==> config.mk <==
export PLATFORM = sky130hd
export DESIGN_NAME = ascr_core
export DESIGN_NICKNAME = d
export VERILOG_FILES = /design/src/hdl/ascr_pkg.sv /design/src/hdl/ascr_core.sv
export SDC_FILE = /design/constraint.sdc
export NUM_CORES = 1
export LEC_CHECK = 0
export ABC_AREA = 0
export BUFFER_PORTS_ARGS = -buffer_cell sky130_fd_sc_hd__buf_2
export CAP_MARGIN = 20
export CORE_UTILIZATION = 55
export CTS_BUF_LIST = sky130_fd_sc_hd__clkbuf_2
export DETAILED_ROUTE_END_ITERATION = 6
export GPL_ROUTABILITY_DRIVEN = 0
export PLACE_DENSITY = 0.76
export SETUP_SLACK_MARGIN = 0.2
export SYNTH_ARGS = -nofsm -noshare
export SYNTH_HDL_FRONTEND = slang
export SYNTH_SLANG_ARGS = --single-unit
==> constraint.sdc <==
create_clock -name clk -period 5.93 [get_ports clk]
set_input_delay 0.2965 -clock clk [delete_from_list [all_inputs] [get_ports clk]]
set_output_delay 0.2965 -clock clk [all_outputs]
set_load 0.05 [all_outputs]
==> src/hdl/ascr_pkg.sv <==
// Shared types, character codes and CRC/character helper functions for the record checker.
package ascr_pkg;

    localparam logic [31:0] CRC_POLY   = 32'hEDB88320;
    localparam logic [31:0] LOW24_MASK = 32'h00FFFFFF;
    localparam logic [7:0]  STAR_CHAR  = 8'h2A;
    localparam logic [7:0]  HASH_CHAR  = 8'h23;
    localparam logic [7:0]  NUL_CHAR   = 8'h00;
    localparam logic [7:0]  SPACE_CHAR = 8'h20;
    localparam logic [3:0]  HEX_DIGITS = 4'd8;
    localparam int          TDATA_OUT_W = 72;

    typedef enum logic [1:0] {
        FAULT_NONE      = 2'd0,
        FAULT_NO_STAR   = 2'd1,
        FAULT_MALFORMED = 2'd2,
        FAULT_MISMATCH  = 2'd3
    } fault_t;

    typedef struct packed {
        logic [31:0] received_crc;
        logic [31:0] computed_crc;
        fault_t      fault;
        logic        checksum_ok;
    } result_t;

    localparam int RESULT_W = $bits(result_t);

    function automatic logic [31:0] crc_byte(input logic [31:0] crc, input logic [7:0] b);
        logic [31:0] low;
        low = {24'd0, crc[7:0] ^ b};
        for (int k = 0; k < 8; k++)
        begin
            if (low[0])
                low = (low >> 1) ^ CRC_POLY;
            else
                low = low >> 1;
        end
        return ((crc >> 8) & LOW24_MASK) ^ low;
    endfunction

    // Bit 4 set means the byte is not a hex digit.
    function automatic logic [4:0] hex_value(input logic [7:0] b);
        logic [4:0] v;
        v = 5'd16;
        if (b inside {[8'h30:8'h39]})
            v = 5'(b - 8'h30);
        else if (b inside {[8'h41:8'h46]})
            v = 5'(b - 8'h41 + 8'd10);
        else if (b inside {[8'h61:8'h66]})
            v = 5'(b - 8'h61 + 8'd10);
        return v;
    endfunction

    function automatic logic is_blank(input logic [7:0] b);
        return (b == SPACE_CHAR) || (b inside {[8'h09:8'h0D]});
    endfunction

endpackage

==> src/hdl/ascr_core.sv <==
// Record state, CRC update and checksum tail parser for one byte per step.
module ascr_core
(
    input  logic             clk,
    input  logic             rst_n,
    input  logic             step,
    input  logic [7:0]       data_byte,
    input  logic             last_byte,
    output ascr_pkg::result_t result
);
    import ascr_pkg::*;

    logic [31:0] running_crc_reg, running_crc_next;
    logic [31:0] crc_at_star_reg, crc_at_star_next;
    logic [31:0] hex_acc_reg, hex_acc_next;
    logic [3:0]  digit_count_reg, digit_count_next;
    logic        star_seen_reg, star_seen_next;
    logic        space_seen_reg, space_seen_next;
    logic        tail_broken_reg, tail_broken_next;
    logic        at_start_reg, at_start_next;

    logic        skip;
    logic [4:0]  hv;

    always_comb
    begin
        running_crc_next = running_crc_reg;
        crc_at_star_next = crc_at_star_reg;
        hex_acc_next     = hex_acc_reg;
        digit_count_next = digit_count_reg;
        star_seen_next   = star_seen_reg;
        space_seen_next  = space_seen_reg;
        tail_broken_next = tail_broken_reg;
        at_start_next    = 1'b0;
        skip             = at_start_reg && (data_byte == HASH_CHAR);
        hv               = hex_value(data_byte);
        result           = '0;

        if (!skip)
        begin
            if (data_byte == STAR_CHAR)
            begin
                crc_at_star_next = running_crc_reg;
                star_seen_next   = 1'b1;
                hex_acc_next     = '0;
                digit_count_next = '0;
                space_seen_next  = 1'b0;
                tail_broken_next = 1'b0;
            end
            else if (star_seen_reg && !tail_broken_reg)
            begin
                if (!hv[4])
                begin
                    if (space_seen_reg || (digit_count_reg >= HEX_DIGITS))
                        tail_broken_next = 1'b1;
                    else
                    begin
                        hex_acc_next     = {hex_acc_reg[27:0], hv[3:0]};
                        digit_count_next = digit_count_reg + 4'd1;
                    end
                end
                else if (is_blank(data_byte))
                begin
                    if (digit_count_reg < HEX_DIGITS)
                        tail_broken_next = 1'b1;
                    else
                        space_seen_next = 1'b1;
                end
                else if (!((data_byte == NUL_CHAR) && last_byte
                           && (digit_count_reg >= HEX_DIGITS)))
                    tail_broken_next = 1'b1;
            end
            running_crc_next = crc_byte(running_crc_reg, data_byte);
        end

        if (!star_seen_next)
            result.fault = FAULT_NO_STAR;
        else
        begin
            result.computed_crc = crc_at_star_next;
            if (tail_broken_next || (digit_count_next != HEX_DIGITS))
                result.fault = FAULT_MALFORMED;
            else
            begin
                result.received_crc = hex_acc_next;
                result.fault = (hex_acc_next == crc_at_star_next) ? FAULT_NONE
                                                                  : FAULT_MISMATCH;
            end
        end
        result.checksum_ok = (result.fault == FAULT_NONE);

        if (last_byte)
        begin
            running_crc_next = '0;
            crc_at_star_next = '0;
            hex_acc_next     = '0;
            digit_count_next = '0;
            star_seen_next   = 1'b0;
            space_seen_next  = 1'b0;
            tail_broken_next = 1'b0;
            at_start_next    = 1'b1;
        end
    end

    always_ff @(posedge clk or negedge rst_n)
    begin
        if (!rst_n)
        begin
            running_crc_reg <= '0;
            crc_at_star_reg <= '0;
            hex_acc_reg     <= '0;
            digit_count_reg <= '0;
            star_seen_reg   <= 1'b0;
            space_seen_reg  <= 1'b0;
            tail_broken_reg <= 1'b0;
            at_start_reg    <= 1'b1;
        end
        else if (step)
        begin
            running_crc_reg <= running_crc_next;
            crc_at_star_reg <= crc_at_star_next;
            hex_acc_reg     <= hex_acc_next;
            digit_count_reg <= digit_count_next;
            star_seen_reg   <= star_seen_next;
            space_seen_reg  <= space_seen_next;
            tail_broken_reg <= tail_broken_next;
            at_start_reg    <= at_start_next;
        end
    end

endmodule

==> metrics.md <==
| Metric | Value |
|---|---|
| Crit end category | primary output |
| CTS H-tree depth | 3 |
| Utilization after layout | 0.621 |
| CTS root buf | clkbuf_2 |
| Largest net degree at the start of global routing | between 60 and 70 |
| Skew-Pair Late Insertion Delay | ~0.60 ns |
| GRT Total Usage | 0.314 |
| Hold/Removal Path Class | input port to flip-flop |
| Hold Crit Start | last_byte |
| Min Tclk post-route | between 4 and 5 ns |
| Pwr per Cell Area | about 340 mW/mm² |
| Max cap viols | 0 |
| Critical R2R Launch | star_seen_reg$_DFFE_PN0P_ |
| FFs w/ async S/R, synth | 1.00 |
| Grt ovf | 0 |
| Status | finished clean |
| VDD IR max | between 400 and 500 µV |
| RR Endpoint | hex_acc_reg[13]$_DFFE_PN0P_ |
| Max-slew headroom | 0.299 |
| Hold EP | star_seen_reg$_DFFE_PN0P_ |
| Synth Register Bits | 104 |
| Clk sink count | about 100 |
| Yosys warning count | 0 |
| CP Class | flip-flop to primary output |
| I/O pin count | 79 |
| Synth Flop Type | dfrtp_1 |
| Period utilization | 0.819 |
| Antenna violations before repair | 0 |
| Synthesized area per cell | around 9.1 µm² |
| Vias per cell | approximately 6.5 |
| Layout cells sized above 1 | 0.155 |
| Core region area | between 0.01 and 0.015 mm² |
| Die extent in y | between 100 and 150 µm |
| Critical Path AT | roughly 4.6 ns |
| Initial Util | 0.565 |
| Yosys cell types | between 50 and 60 |
| Final hold violation count | 0 |
| Sequential-to-total area share from yosys stat | 0.402 |
| FP Rows | 39 |
| Dpl cell area | 0.00699 mm² |
| Hold depth | 2 |
| Slew Viols, Final | 0 |
| Die X | approximately 110 µm |
| Via count of the first global-routing pass | 5618 |
| EDFF count, synth | 0 |
| Vias | ~6000 |
| Placement Setup Slack | 1.51 ns |
| Post-route cell area | 0.00712 mm² |
| Die Footprint | ~0.012 mm² |
| Cells on worst reg2reg path | 7 |
| Unrepaired setup endpoints after global routing | false |
| Fillers | 987 |
| Gate Count Post-Synth | between 700 and 800 |
| Hpwl dp | around 14000 µm |
| First-pass DRT Iterations | 6 |
| Max frequency | between 0.2 and 0.25 GHz |
| CTS tree | built |
| Global-route wire length before repair | 30600 µm |
| Leak | roughly 3.5 nW |
| DRC Markers | 0 |
| WHS | ~0.04 ns |
| Clk buf depth | 2 |
| Post-CTS Setup Bufs | 0 |
| Crit-path max FO | 49 |
| Input/output buffers | just under 80 |
| Worst EP required | about 5.6 ns |
| Initial drt markers | roughly 750 |
| Final setup vio count | 0 |
| Clk slew on worst S/H paths | 0.29 ns |
| Area grow syn2layout | 10.0% |
| Routed len/inst | just over 20 µm |
| CTS Buf Count | 9 |
| Least-Margin Pin Slew | around 1.0 ns |
| CP Launch Type | flip-flop |
| Clock skew | 0.0388 ns |
| Final WS setup | 1.08 ns |
| Final nets | 786 |
| Setup TNS | 0 ns |
| Worst R2R Setup Slack | around 2.8 ns |
| Final ANT Viol Nets | 0 |
| Drt total wl | between 15000 and 20000 µm |
| Diodes inserted | 0 |
| Synthesized area | about 0.0065 mm² |
| Synthesized Nets | 728 |
==> metrics by stage <==
step	cells	power [mW]
2_1_floorplan	710	1.82
3_3_place_gp	897	2.02
3_5_place_dp	898	2.05
4_1_cts	916	2.40
5_1_grt	916	2.56
6_report	916	2.40
==> where the power goes <==
group | switching (mW) | total, mW | leakage (nW) | internal [mW]
clock network | 0.250 | 0.351 | 0.0689 | 0.101
registers | 0.166 | 0.963 | 1.42 | 0.797
logic | 0.549 | 1.09 | 2.06 | 0.540
==> worst max path at each step <==
stage	from	end	slack (ns)	depth (start not counted)
after floorplan	data_byte[0]	result[36]	1.88	12
after global placement	data_byte[0]	result[0]	1.63	13
after detailed placement	data_byte[0]	result[2]	1.51	13
after CTS	star_seen_reg$_DFFE_PN0P_	result[2]	1.17	10
after global routing	star_seen_reg$_DFFE_PN0P_	result[2]	0.86	10
final	star_seen_reg$_DFFE_PN0P_	result[2]	1.08	10
==> what timing repair did <==
| action | 4_1_cts | 5_1_grt |
|---|---|---|
| gates resized for setup | 0 | 0 |
| hold buffers | 2 | 0 |
| endpoints found under the hold margin | 40 | 0 |
==> Yosys cell counts (3+ instances only) <==
| master | n | share of area |
|---|---|---|
| nand3_1 | 43 | 0.033 |
| nor2b_1 | 6 | 0.0058 |
| xnor2_1 | 62 | 0.084 |
| and3_1 | 4 | 0.0039 |
| mux2i_1 | 18 | 0.028 |
| a31oi_1 | 5 | 0.0048 |
| o22ai_1 | 6 | 0.0058 |
| dfrtp_1 | 103 | 0.40 |
| nor4_1 | 13 | 0.013 |
| clkbuf_1 | 34 | 0.020 |
| ha_1 | 6 | 0.012 |
| nand2_1 | 108 | 0.063 |
| nor3_1 | 4 | 0.0031 |
| o21a_1 | 3 | 0.0035 |
| buf_2 | 3 | 0.0023 |
| inv_1 | 16 | 0.0093 |
| nand4_1 | 6 | 0.0058 |
| o31ai_1 | 6 | 0.0070 |
| buf_1 | 7 | 0.0041 |
| o21ai_0 | 13 | 0.010 |
| or4_1 | 4 | 0.0046 |
| xor2_1 | 37 | 0.050 |
| a21oi_1 | 31 | 0.024 |
| nor2_1 | 36 | 0.021 |
| a22o_1 | 89 | 0.12 |
| nand2b_1 | 10 | 0.0097 |
==> worst max-delay path: stages (launching register included) <==
cell      delay [ns]
dfrtp_1         0.39
buf_4           0.35
nand2b_1        0.21
a2111o_2        0.89
mux2i_1         0.41
xor2_1          0.18
nand4_1         0.15
or4_1           0.48
nor4_1          0.49
a21oi_1         0.14
buf_2           0.23
==> placed cells by master (no fill, tap or decap), types with 3 or more instances in the layout <==
cell type	instances
a31oi_1	4
xnor2_1	62
inv_1	16
nor4_1	13
nor2b_1	6
nand2b_1	10
xor2_1	37
o22ai_1	6
nor3_1	4
buf_4	12
a22o_1	89
buf_2	77
a21oi_1	31
mux2i_1	18
o31ai_1	6
nor2_1	35
o21ai_0	13
nand3_1	43
nand4_1	6
or4_1	4
and3_1	4
dfrtp_1	103
nand2_1	108
o21a_1	3
clkbuf_2	10
ha_1	6
==> routing by layer <==
metal | GRT usage | share of wire | vias up
met3 | 0.0499 | 0.096 | 49
li1 | - | - | 2663
met2 | 0.496 | 0.46 | 347
met4 | 0.0907 | 0.025 | 0
met5 | 0 | 0 | -
met1 | 0.444 | 0.42 | 2920
==> area by class of cell <==
| cell class | instances | area [µm²] | area share |
|---|---|---|---|
| Timing Repair Buffer | 92 | 510 | 0.0717 |
| Clock inverter | 6 | 67.6 | 0.00949 |
| Multi-Input combinational cell | 545 | 3650 | 0.513 |
| Tap cell | 143 | 179 | 0.0251 |
| Clock buffer | 10 | 50.0 | 0.00703 |
| Inverter | 16 | 60.1 | 0.00843 |
| Sequential cell | 104 | 2600 | 0.366 |
==> logic make-up (layout without fill, tap and decap cells) <==
family,count (synthesis),in the layout,synth area share
AO/OA/AOI/OAI,177,177,0.208
XOR/XNOR,99,99,0.134
adder cells (fa/ha/maj),6,6,0.0116
buffers and inverters,61,124,0.0365
multiplexers,19,19,0.0296
flip-flops,104,104,0.402
AND/OR/NAND/NOR,244,244,0.178
Power figures use the tool's default switching activity.
